### config.mk
export PLATFORM = sky130hd
export DESIGN_NAME = fixed_timestep_accumulator_flat
export DESIGN_NICKNAME = d
export VERILOG_FILES = /design/src/rtl/core/fta_pkg.sv /design/src/rtl/core/fta_if.sv /design/src/rtl/core/fixed_timestep_accumulator.sv /design/src/flat_wrapper.sv
export SDC_FILE = /design/constraint.sdc
export NUM_CORES = 2
export LEC_CHECK = 0
export BUFFER_PORTS_ARGS = -buffer_cell sky130_fd_sc_hd__buf_2
export CORE_UTILIZATION = 60
export DETAILED_ROUTE_END_ITERATION = 16
export GPL_TIMING_DRIVEN = 0
export PLACE_DENSITY = 0.76
export SYNTH_ARGS = -nofsm -noshare
export SYNTH_HDL_FRONTEND = slang
export SYNTH_SLANG_ARGS = --single-unit
export TNS_END_PERCENT = 20
### constraint.sdc
create_clock -name clk -period 12.7 [get_ports clk]
set_clock_uncertainty 0.2 [all_clocks]
set_input_delay 0.635 -clock clk [delete_from_list [all_inputs] [get_ports clk]]
set_output_delay 0.635 -clock clk [all_outputs]
set_load 0.02 [all_outputs]
### src/rtl/core/fta_pkg.sv
// Package for the fixed timestep accumulator: constants, register indexes and payload types.
`default_nettype none
package fta_pkg;
  localparam int unsigned SCALE_FRAC_BITS = 8;
  localparam logic [32:0] FPS_WINDOW_NS = 33'd1000000000;
  // 10^9 * 256 as a frame-count multiplier for the rate calculation.
  localparam logic [37:0] NS_PER_SEC_Q8 = 38'd256000000000;
  // 10^9 on its own; the factor of 256 is applied as a shift.
  localparam logic [29:0] NS_PER_SEC = 30'd1000000000;
  localparam logic [15:0] UNIT_SCALE = 16'd256;

  localparam logic [1:0] CMD_FRAME  = 2'd0;
  localparam logic [1:0] CMD_PAUSE  = 2'd1;
  localparam logic [1:0] CMD_RESUME = 2'd2;
  localparam logic [1:0] CMD_RESET  = 2'd3;

  localparam logic [1:0] REG_STEP      = 2'd0;
  localparam logic [1:0] REG_MAX_FRAME = 2'd1;
  localparam logic [1:0] REG_MAX_STEPS = 2'd2;
  localparam logic [1:0] REG_SCALE     = 2'd3;

  typedef struct packed {
    logic [1:0]  command;
    logic [63:0] timestamp_ns;
  } in_item_t;

  typedef struct packed {
    logic [7:0]  physics_steps;
    logic        lagging;
    logic [15:0] interp_alpha;
    logic [39:0] scaled_frame_ns;
    logic [31:0] raw_frame_ns;
    logic [31:0] capped_frame_ns;
    logic [15:0] current_scale;
    logic [23:0] average_fps;
    logic        is_paused;
    logic        first_frame;
  } out_item_t;
endpackage
`default_nettype wire

### src/rtl/core/fta_if.sv
// Valid/ready channel interfaces for the input and result transactions.
`default_nettype none
interface fta_in_if import fta_pkg::*; ();
  logic     valid;
  logic     ready;
  in_item_t data;
  modport source (output valid, output data, input ready);
  modport sink (input valid, input data, output ready);
endinterface

interface fta_out_if import fta_pkg::*; ();
  logic      valid;
  logic      ready;
  out_item_t data;
  modport source (output valid, output data, input ready);
  modport sink (input valid, input data, output ready);
endinterface
`default_nettype wire

### src/rtl/core/fixed_timestep_accumulator.sv
// Top level of the fixed timestep accumulator with its shared divider sequencer.
//
// Each transaction takes one command. Pause, resume and reset present their result in the
// cycle after the command is accepted, as does the first begin_frame after reset or a reset
// command. Any other begin_frame passes through the scale multiply state, then one restoring
// divider, one quotient bit a cycle, that serves the whole-step division and the alpha
// division, and a closing state. When a one-second window closes, the same divider also runs
// a third division for the frame rate before the closing state. The input is not ready while
// a frame is worked on or while a result waits, so the next command is accepted in the cycle
// after the result transaction at the earliest.
`default_nettype none
module fixed_timestep_accumulator import fta_pkg::*; (
  input  wire logic        clk,
  input  wire logic        rst_n,
  input  wire logic        cfg_we,
  input  wire logic [1:0]  cfg_index,
  input  wire logic [31:0] cfg_data,
  fta_in_if.sink           in_ch,
  fta_out_if.source        out_ch
);
  localparam logic [2:0] ST_IDLE  = 3'd0;
  localparam logic [2:0] ST_MUL   = 3'd1;
  localparam logic [2:0] ST_DIVW  = 3'd2;
  localparam logic [2:0] ST_DIVA  = 3'd3;
  localparam logic [2:0] ST_DIVF  = 3'd4;
  localparam logic [2:0] ST_DONE  = 3'd5;

  // Configuration registers.
  logic [31:0] step_r, max_frame_r;
  logic [7:0]  max_steps_r;
  logic [15:0] scale_r;
  // Block state.
  logic [63:0] last_stamp_r;
  logic        await_r, paused_r, forced_r;
  logic [31:0] leftover_r, win_frames_r;
  logic [32:0] win_ns_r;
  logic [23:0] fps_r;
  // Sequencer and work registers.
  logic [2:0]  state_r;
  logic [6:0]  cnt_r;
  logic [63:0] quo_r;
  logic [64:0] rem_r;
  logic [63:0] dvsr_r;
  logic [31:0] raw_r, capped_r;
  logic [15:0] cur_scale_r;
  logic [39:0] scaled_r;
  logic        out_valid_r;
  out_item_t   out_r;

  logic [15:0] eff_scale;
  logic [31:0] step_eff;
  logic [7:0]  lim;
  logic [63:0] diff;
  logic [31:0] raw_c;
  logic [47:0] prod;
  logic [64:0] trial;
  logic [63:0] quo_fin;
  logic [63:0] rem_fin;
  logic [55:0] fps_prod;
  logic [32:0] win_sum;
  logic [31:0] frames_inc;
  logic        in_fire;

  // Effective scale and the zero-means-one rules.
  always_comb begin
    if (paused_r) eff_scale = '0;
    else if (forced_r) eff_scale = UNIT_SCALE;
    else eff_scale = scale_r;
  end
  assign step_eff = (step_r == '0) ? 32'd1 : step_r;
  assign lim      = (max_steps_r == '0) ? 8'd1 : max_steps_r;

  // Interval from the last stamp, clamped both ways.
  assign diff  = in_ch.data.timestamp_ns - last_stamp_r;
  assign raw_c = (in_ch.data.timestamp_ns <= last_stamp_r) ? '0 :
                 (diff[63:32] != '0) ? 32'hFFFF_FFFF : diff[31:0];
  assign prod  = capped_r * cur_scale_r;
  // One restoring division step shared by every division.
  assign trial = {rem_r[63:0], quo_r[63]} - {1'b0, dvsr_r};
  // Quotient and remainder as they stand after the last step of a division.
  assign quo_fin = {quo_r[62:0], !trial[64]};
  assign rem_fin = trial[64] ? {rem_r[62:0], quo_r[63]} : trial[63:0];
  // Frame count times 10^9; at most 2^26 frames reach this path.
  assign fps_prod   = frames_inc[26:0] * NS_PER_SEC;
  assign win_sum    = win_ns_r + {1'b0, raw_r};
  assign frames_inc = (win_frames_r == 32'hFFFF_FFFF) ? win_frames_r : win_frames_r + 32'd1;

  assign in_fire      = in_ch.valid && in_ch.ready;
  assign in_ch.ready  = (state_r == ST_IDLE) && !out_valid_r;
  assign out_ch.valid = out_valid_r;
  assign out_ch.data  = out_r;

  // Configuration writes.
  always_ff @(posedge clk) begin
    if (!rst_n) begin
      step_r <= 32'd16666667;
      max_frame_r <= 32'd250000000;
      max_steps_r <= 8'd5;
      scale_r <= UNIT_SCALE;
    end else if (cfg_we) begin
      unique case (cfg_index)
        REG_STEP:      step_r <= cfg_data;
        REG_MAX_FRAME: max_frame_r <= cfg_data;
        REG_MAX_STEPS: max_steps_r <= cfg_data[7:0];
        REG_SCALE:     scale_r <= cfg_data[15:0];
        default: ;
      endcase
    end
  end

  // Command sequencer and shared divider.
  always_ff @(posedge clk) begin
    if (!rst_n) begin
      state_r <= ST_IDLE;
      out_valid_r <= 1'b0;
      last_stamp_r <= '0;
      await_r <= 1'b1;
      paused_r <= 1'b0;
      forced_r <= 1'b0;
      leftover_r <= '0;
      win_frames_r <= '0;
      win_ns_r <= '0;
      fps_r <= '0;
      cnt_r <= '0;
    end else begin
      if (out_valid_r && out_ch.ready) out_valid_r <= 1'b0;
      if (cfg_we && cfg_index == REG_SCALE) begin
        forced_r <= 1'b0;
        paused_r <= 1'b0;
      end
      unique case (state_r)
        ST_IDLE: begin
          if (in_fire) begin
            out_r <= '0;
            unique case (in_ch.data.command)
              CMD_FRAME: begin
                last_stamp_r <= in_ch.data.timestamp_ns;
                cur_scale_r <= eff_scale;
                if (await_r) begin
                  await_r <= 1'b0;
                  out_r.first_frame <= 1'b1;
                  out_r.current_scale <= eff_scale;
                  out_r.is_paused <= (eff_scale == '0);
                  out_r.average_fps <= fps_r;
                  out_valid_r <= 1'b1;
                end else begin
                  raw_r <= raw_c;
                  capped_r <= (raw_c < max_frame_r) ? raw_c : max_frame_r;
                  state_r <= ST_MUL;
                end
              end
              CMD_PAUSE: begin
                paused_r <= 1'b1;
                out_r.current_scale <= '0;
                out_r.is_paused <= 1'b1;
                out_r.average_fps <= fps_r;
                out_valid_r <= 1'b1;
              end
              CMD_RESUME: begin
                paused_r <= 1'b0;
                out_r.current_scale <= forced_r ? UNIT_SCALE : scale_r;
                out_r.is_paused <= forced_r ? 1'b0 : (scale_r == '0);
                out_r.average_fps <= fps_r;
                out_valid_r <= 1'b1;
              end
              CMD_RESET: begin
                paused_r <= 1'b0;
                forced_r <= 1'b1;
                await_r <= 1'b1;
                leftover_r <= '0;
                last_stamp_r <= in_ch.data.timestamp_ns;
                win_ns_r <= '0;
                win_frames_r <= '0;
                fps_r <= '0;
                out_r.current_scale <= UNIT_SCALE;
                out_r.average_fps <= '0;
                out_valid_r <= 1'b1;
              end
              default: ;
            endcase
          end
        end
        ST_MUL: begin
          // Scaled time fits 40 bits, so no saturation is reachable.
          // The sum with the leftover can carry into bit 40.
          scaled_r <= prod[47:SCALE_FRAC_BITS];
          quo_r <= {23'd0, {1'b0, prod[47:SCALE_FRAC_BITS]} + {9'd0, leftover_r}};
          rem_r <= '0;
          dvsr_r <= {32'd0, step_eff};
          cnt_r <= 7'd63;
          state_r <= ST_DIVW;
        end
        ST_DIVW, ST_DIVA, ST_DIVF: begin
          if (!trial[64]) begin
            rem_r <= trial;
            quo_r <= {quo_r[62:0], 1'b1};
          end else begin
            rem_r <= {rem_r[63:0], quo_r[63]};
            quo_r <= {quo_r[62:0], 1'b0};
          end
          cnt_r <= cnt_r - 7'd1;
          if (cnt_r == '0) begin
            if (state_r == ST_DIVW) begin
              // Whole steps and leftover, then alpha = (leftover << 16) / step.
              leftover_r <= rem_fin[31:0];
              out_r.lagging <= (quo_fin > {56'd0, lim});
              out_r.physics_steps <= (quo_fin > {56'd0, lim}) ? lim : quo_fin[7:0];
              quo_r <= {16'd0, rem_fin[31:0], 16'd0};
              rem_r <= '0;
              cnt_r <= 7'd63;
              state_r <= ST_DIVA;
            end else if (state_r == ST_DIVA) begin
              out_r.interp_alpha <= quo_fin[15:0];
              out_r.raw_frame_ns <= raw_r;
              out_r.capped_frame_ns <= capped_r;
              out_r.scaled_frame_ns <= scaled_r;
              out_r.current_scale <= cur_scale_r;
              out_r.is_paused <= (cur_scale_r == '0);
              win_ns_r <= win_sum;
              win_frames_r <= frames_inc;
              if (win_sum >= FPS_WINDOW_NS) begin
                if (frames_inc > 32'h0400_0000) begin
                  fps_r <= 24'hFF_FFFF;
                  out_r.average_fps <= 24'hFF_FFFF;
                  win_ns_r <= '0;
                  win_frames_r <= '0;
                  state_r <= ST_DONE;
                end else begin
                  quo_r <= {fps_prod, 8'd0};
                  rem_r <= '0;
                  dvsr_r <= {31'd0, win_sum};
                  cnt_r <= 7'd63;
                  state_r <= ST_DIVF;
                end
              end else begin
                out_r.average_fps <= fps_r;
                state_r <= ST_DONE;
              end
            end else begin
              fps_r <= (quo_fin[63:24] != '0) ? 24'hFF_FFFF : quo_fin[23:0];
              out_r.average_fps <= (quo_fin[63:24] != '0) ? 24'hFF_FFFF : quo_fin[23:0];
              win_ns_r <= '0;
              win_frames_r <= '0;
              state_r <= ST_DONE;
            end
          end
        end
        ST_DONE: begin
          if (!out_valid_r || out_ch.ready) begin
            out_valid_r <= 1'b1;
            state_r <= ST_IDLE;
          end
        end
        default: state_r <= ST_IDLE;
      endcase
    end
  end

  // The block never starts a transaction while busy.
  assert property (@(posedge clk) disable iff (!rst_n) (state_r != ST_IDLE) |-> !in_ch.ready)
    else $error("input ready while busy");
  // A pause always reports zero scale.
  assert property (@(posedge clk) disable iff (!rst_n)
    (in_fire && in_ch.data.command == CMD_PAUSE) |=> (out_valid_r && out_r.is_paused))
    else $error("pause did not report paused");
  // The leftover stays below the step period after a frame.
  assert property (@(posedge clk) disable iff (!rst_n)
    (state_r == ST_DONE) |-> (leftover_r < step_eff))
    else $error("leftover not reduced");
  // A result never stalls the sequencer into losing it.
  assert property (@(posedge clk) disable iff (!rst_n)
    (out_valid_r && !out_ch.ready) |=> out_valid_r)
    else $error("result dropped");
endmodule
`default_nettype wire

### src/flat_wrapper.sv
// flat-port wrapper written by rule: the top's interface ports become plain ports
module fixed_timestep_accumulator_flat import fta_pkg::*;
  (clk, rst_n, cfg_we, cfg_index, cfg_data, in_ch_valid, in_ch_data, in_ch_ready, out_ch_valid, out_ch_data, out_ch_ready);
  fta_in_if in_ch_i ();
  fta_out_if out_ch_i ();
  input  wire logic clk;
  input  wire logic rst_n;
  input  wire logic cfg_we;
  input  wire logic [1:0] cfg_index;
  input  wire logic [31:0] cfg_data;
  input wire logic [$bits(in_ch_i.valid)-1:0] in_ch_valid;
  input wire logic [$bits(in_ch_i.data)-1:0] in_ch_data;
  output wire logic [$bits(in_ch_i.ready)-1:0] in_ch_ready;
  output wire logic [$bits(out_ch_i.valid)-1:0] out_ch_valid;
  output wire logic [$bits(out_ch_i.data)-1:0] out_ch_data;
  input wire logic [$bits(out_ch_i.ready)-1:0] out_ch_ready;
  assign in_ch_i.valid = in_ch_valid;
  assign in_ch_i.data = in_ch_data;
  assign in_ch_ready = in_ch_i.ready;
  assign out_ch_valid = out_ch_i.valid;
  assign out_ch_data = out_ch_i.data;
  assign out_ch_i.ready = out_ch_ready;
  fixed_timestep_accumulator u_core (.clk(clk), .rst_n(rst_n), .cfg_we(cfg_we), .cfg_index(cfg_index), .cfg_data(cfg_data), .in_ch(in_ch_i), .out_ch(out_ch_i));
endmodule
==> results.json <==
{
  "vias": 58100,
  "grt_pass1_wl_um": 341000,
  "num_rows": 124,
  "r2r_setup_slack_ns": 1.39,
  "clk_latency_ns": 0.70,
  "antenna_found_initial": 28,
  "fmax_mhz": 88.4,
  "synth.avg_cell_area_um2": 9.21,
  "yosysSeqAreaShare_pct": 27.9,
  "areaGrowthSynthToFinish_pct": 9.87,
  "critPathLaunch": "u_core.cur_scale_r[6]",
  "htreeDepth": 3,
  "rsz0062_at_grt": "false",
  "drt_iter0_drc": 6267,
  "period_share_pct": 89.1,
  "drcViolationCount": 0,
  "synth_ff_type": "edfxtp_1",
  "drv_slew": 0,
  "drive_gt1_share_pct": 6.96,
  "cts-root-buf": "clkbuf_16",
  "post-cts-setup-buffers": 0,
  "netlist_area_um2": 69100,
  "cts_sinks": 739,
  "leakagePower_uw": 0.0340,
  "path_class": "register to register",
  "dieHeight_um": 341,
  "r2r_end": "u_core.quo_r[38]",
  "postRouteAntennaNets": 0,
  "cts_inserted_buffers": 84,
  "die_area_um2": 117000,
  "gp_congestion": 1.04,
  "holdPathStages": 3,
  "setup_viol": 0,
  "drt-pass1-iter-count": 8,
  "route.detailed.wl_per_inst_um": 24.0,
  "ioPinCount": 278,
  "placed_area_um2": 72700,
  "yosysWarnings": 0,
  "status": "complete, no violations",
  "ys_ff_latch": 739,
  "crit_top_cell": "fa_1",
  "slew_headroom_pct": 6.98,
  "cts_tree": "built",
  "start_util_pct": 60.5,
  "crit_path_end": "u_core.quo_r[38]",
  "report.power.total_uw": 13800,
  "place_inst": 9310,
  "hpwl_um": 184000,
  "wl_um": 228000,
  "cap_violations": 0,
  "vias_per_cell": 6.11,
  "critPathRequiredTime_ns": 12.89,
  "fin_nets": 9260,
  "hold_buffers": 30,
  "grt_use_total_pct": 39.0,
  "synth_edf_count": 452,
  "tightest_slew_ns": 1.38,
  "crit_path_end_kind": "register",
  "clkSlewWorstSetupHoldPaths_ns": 0.06,
  "crit_fanout": 10,
  "critPathSlowestCell": "clkbuf_1",
  "portBuffers": 274,
  "r2r-start": "u_core.cur_scale_r[6]",
  "synth_cells": 7509,
  "syn_nets": 8855,
  "post-route-util_pct": 66.4,
  "hold_viol": 0,
  "synth_cell_types": 101,
  "hold_path.class": "input pin to register",
  "fin_area_um2": 76000,
  "reg2reg_depth": 34,
  "grt_overflow": 0,
  "power_density_nw_per_um2": 182,
  "crit_arrival_ns": 11.50,
  "grt_max_degree": 65,
  "clock_path_buffers": 3,
  "synthArstFlopShare_pct": 0,
  "cp-start-kind": "register",
  "worst_path_largest_cell_delay_ns": 0.95,
  "period_needed_ns": 11.31,
  "cts-resized-gates": 0,
  "core_area_um2": 114000,
  "die_x_um": 341,
  "instances_no_fill": 9508,
  "peakVddDrop_mv": 0.223,
  "grt_pass1_vias": 56900,
  "whs_ns": 0.0104
}
==> cells by family (layout without fill, tap and decap cells) <==
logic type               count (synthesis)  in the layout  synth area share [%]
other                                    0             10                     0
flip-flops                             739            739                  27.9
buffers and inverters                 1400           1877                  7.69
AO/OA/AOI/OAI                         1426           1426                  13.8
multiplexers                            60             60                 0.952
AND/OR/NAND/NOR                       2386           2386                  16.6
adder cells (fa/ha/maj)               1241           1241                  29.8
XOR/XNOR                               257            257                  3.28
==> sequential cells by signal (all words and copies together), names as in the netlist, 33 cells and up <==
name and flops:
u_core.out_ch.data 171, u_core.last_stamp_r 64, u_core.rem_r 64, u_core.dvsr_r 33, u_core.scaled_r 40, u_core.win_ns_r 33
u_core.quo_r 64
==> metrics by stage <==
step                      setup TNS, ns  setup WS [ns]
after global routing                  0           1.09
after detailed placement              0           1.76
after floorplan                       0           3.57
after global placement          -111.71         -0.828
after CTS                             0           1.67
final                                 0           1.39
==> power breakdown <==
part | leakage [uW] | total, uW | internal (uW) | switching (uW)
combinational | 0.0260 | 7670 | 2620 | 5050
clock | 0.00142 | 2580 | 1480 | 1100
sequential | 0.00654 | 3550 | 3320 | 236
total | 0.0340 | 13800 | 7420 | 6380
==> metal layers <==
metal | track usage (%) | part of all wire (%) | vias up
met5 | 0 | 0.032 | -
met4 | 21.3 | 6.3 | 12
met3 | 8.49 | 11 | 678
met2 | 60.1 | 44 | 3242
met1 | 51.3 | 38 | 28300
li1 | - | - | 25900
==> cells in the final DEF, fill, tap and decap left out, types with 102 or more instances in the layout <==
cell and count:
xnor2_1 148, a21oi_1 313, nand2_1 1055, buf_2 302
fa_1 674, inv_1 1087, and2_1 385, nand3_1 102
dfxtp_1 287, edfxtp_1 452, ha_1 567, clkbuf_1 293
xor2_1 105, o21ai_0 285, a21o_1 109, nor2_1 310
a21boi_0 159
==> layout make-up <==
| class | count | area, um^2 |
|---|---|---|
| Antenna cell | 10 | 25.0 |
| Timing Repair Buffer | 319 | 1930 |
| Multi-Input combinational cell | 5370 | 44600 |
| Clock buffer | 113 | 2340 |
| Buffer | 312 | 1230 |
| Inverter | 1088 | 4080 |
| Sequential cell | 739 | 19300 |
| Clock inverter | 45 | 583 |
| Fill cell | 9303 | 38400 |
| Tap cell | 1512 | 1890 |
==> synthesized netlist by cell type (13+ instances only) <==
library cell | number | share of area [%]
o31ai_1 | 53 | 0.58
a22o_1 | 36 | 0.46
nand4_1 | 73 | 0.66
inv_1 | 1087 | 5.9
a221o_1 | 13 | 0.19
mux2i_1 | 23 | 0.33
and4_1 | 17 | 0.22
a21boi_0 | 159 | 1.7
a31oi_1 | 37 | 0.33
and3_1 | 43 | 0.39
o22ai_1 | 29 | 0.26
o21ai_0 | 285 | 2.1
or2_2 | 21 | 0.19
nor2b_1 | 70 | 0.63
xnor2_1 | 149 | 1.9
o21bai_1 | 38 | 0.41
buf_2 | 28 | 0.20
a211oi_1 | 39 | 0.42
o21a_1 | 88 | 0.96
a211o_1 | 13 | 0.16
a221oi_1 | 14 | 0.18
o211a_1 | 30 | 0.43
nor2_1 | 312 | 1.7
or3_1 | 40 | 0.36
nand2b_1 | 60 | 0.54
nand3_1 | 102 | 0.74
nand2_1 | 1055 | 5.7
dfxtp_1 | 287 | 8.3
clkbuf_1 | 273 | 1.5
o211ai_1 | 39 | 0.42
nor3_1 | 90 | 0.65
a21oi_1 | 314 | 2.3
nor4_1 | 61 | 0.55
edfxtp_1 | 452 | 20
a21o_1 | 109 | 1.2
mux2_2 | 26 | 0.42
ha_1 | 567 | 10
xor2_1 | 106 | 1.3
and2_1 | 386 | 3.5
fa_1 | 674 | 20
==> worst max-delay path, delay by kind of cell (launching register included) <==
family          cells  cell delay (ns)
flops               1             0.32
compound gates     13             3.58
xor+xnor            1             0.34
fa+ha+maj           8             3.75
buf+inv             5             1.36
simple gates        7             1.45
==> how the worst min path moves through the flow <==
| stage | start | to | slack [ns] |
|---|---|---|---|
| 2_1_floorplan | u_core.scale_r[8] | u_core.scale_r[8] | 0.24 |
| 3_3_place_gp | u_core.last_stamp_r[43] | u_core.last_stamp_r[43] | 0.25 |
| 3_5_place_dp | u_core.last_stamp_r[28] | u_core.last_stamp_r[28] | 0.26 |
| 4_1_cts | in_ch_data[33] | u_core.last_stamp_r[33] | 0.0006 |
| 5_1_grt | in_ch_data[2] | u_core.last_stamp_r[2] | 0.02 |
| 6_report | in_ch_data[23] | u_core.last_stamp_r[23] | 0.01 |
Power figures use the tool's default switching activity.
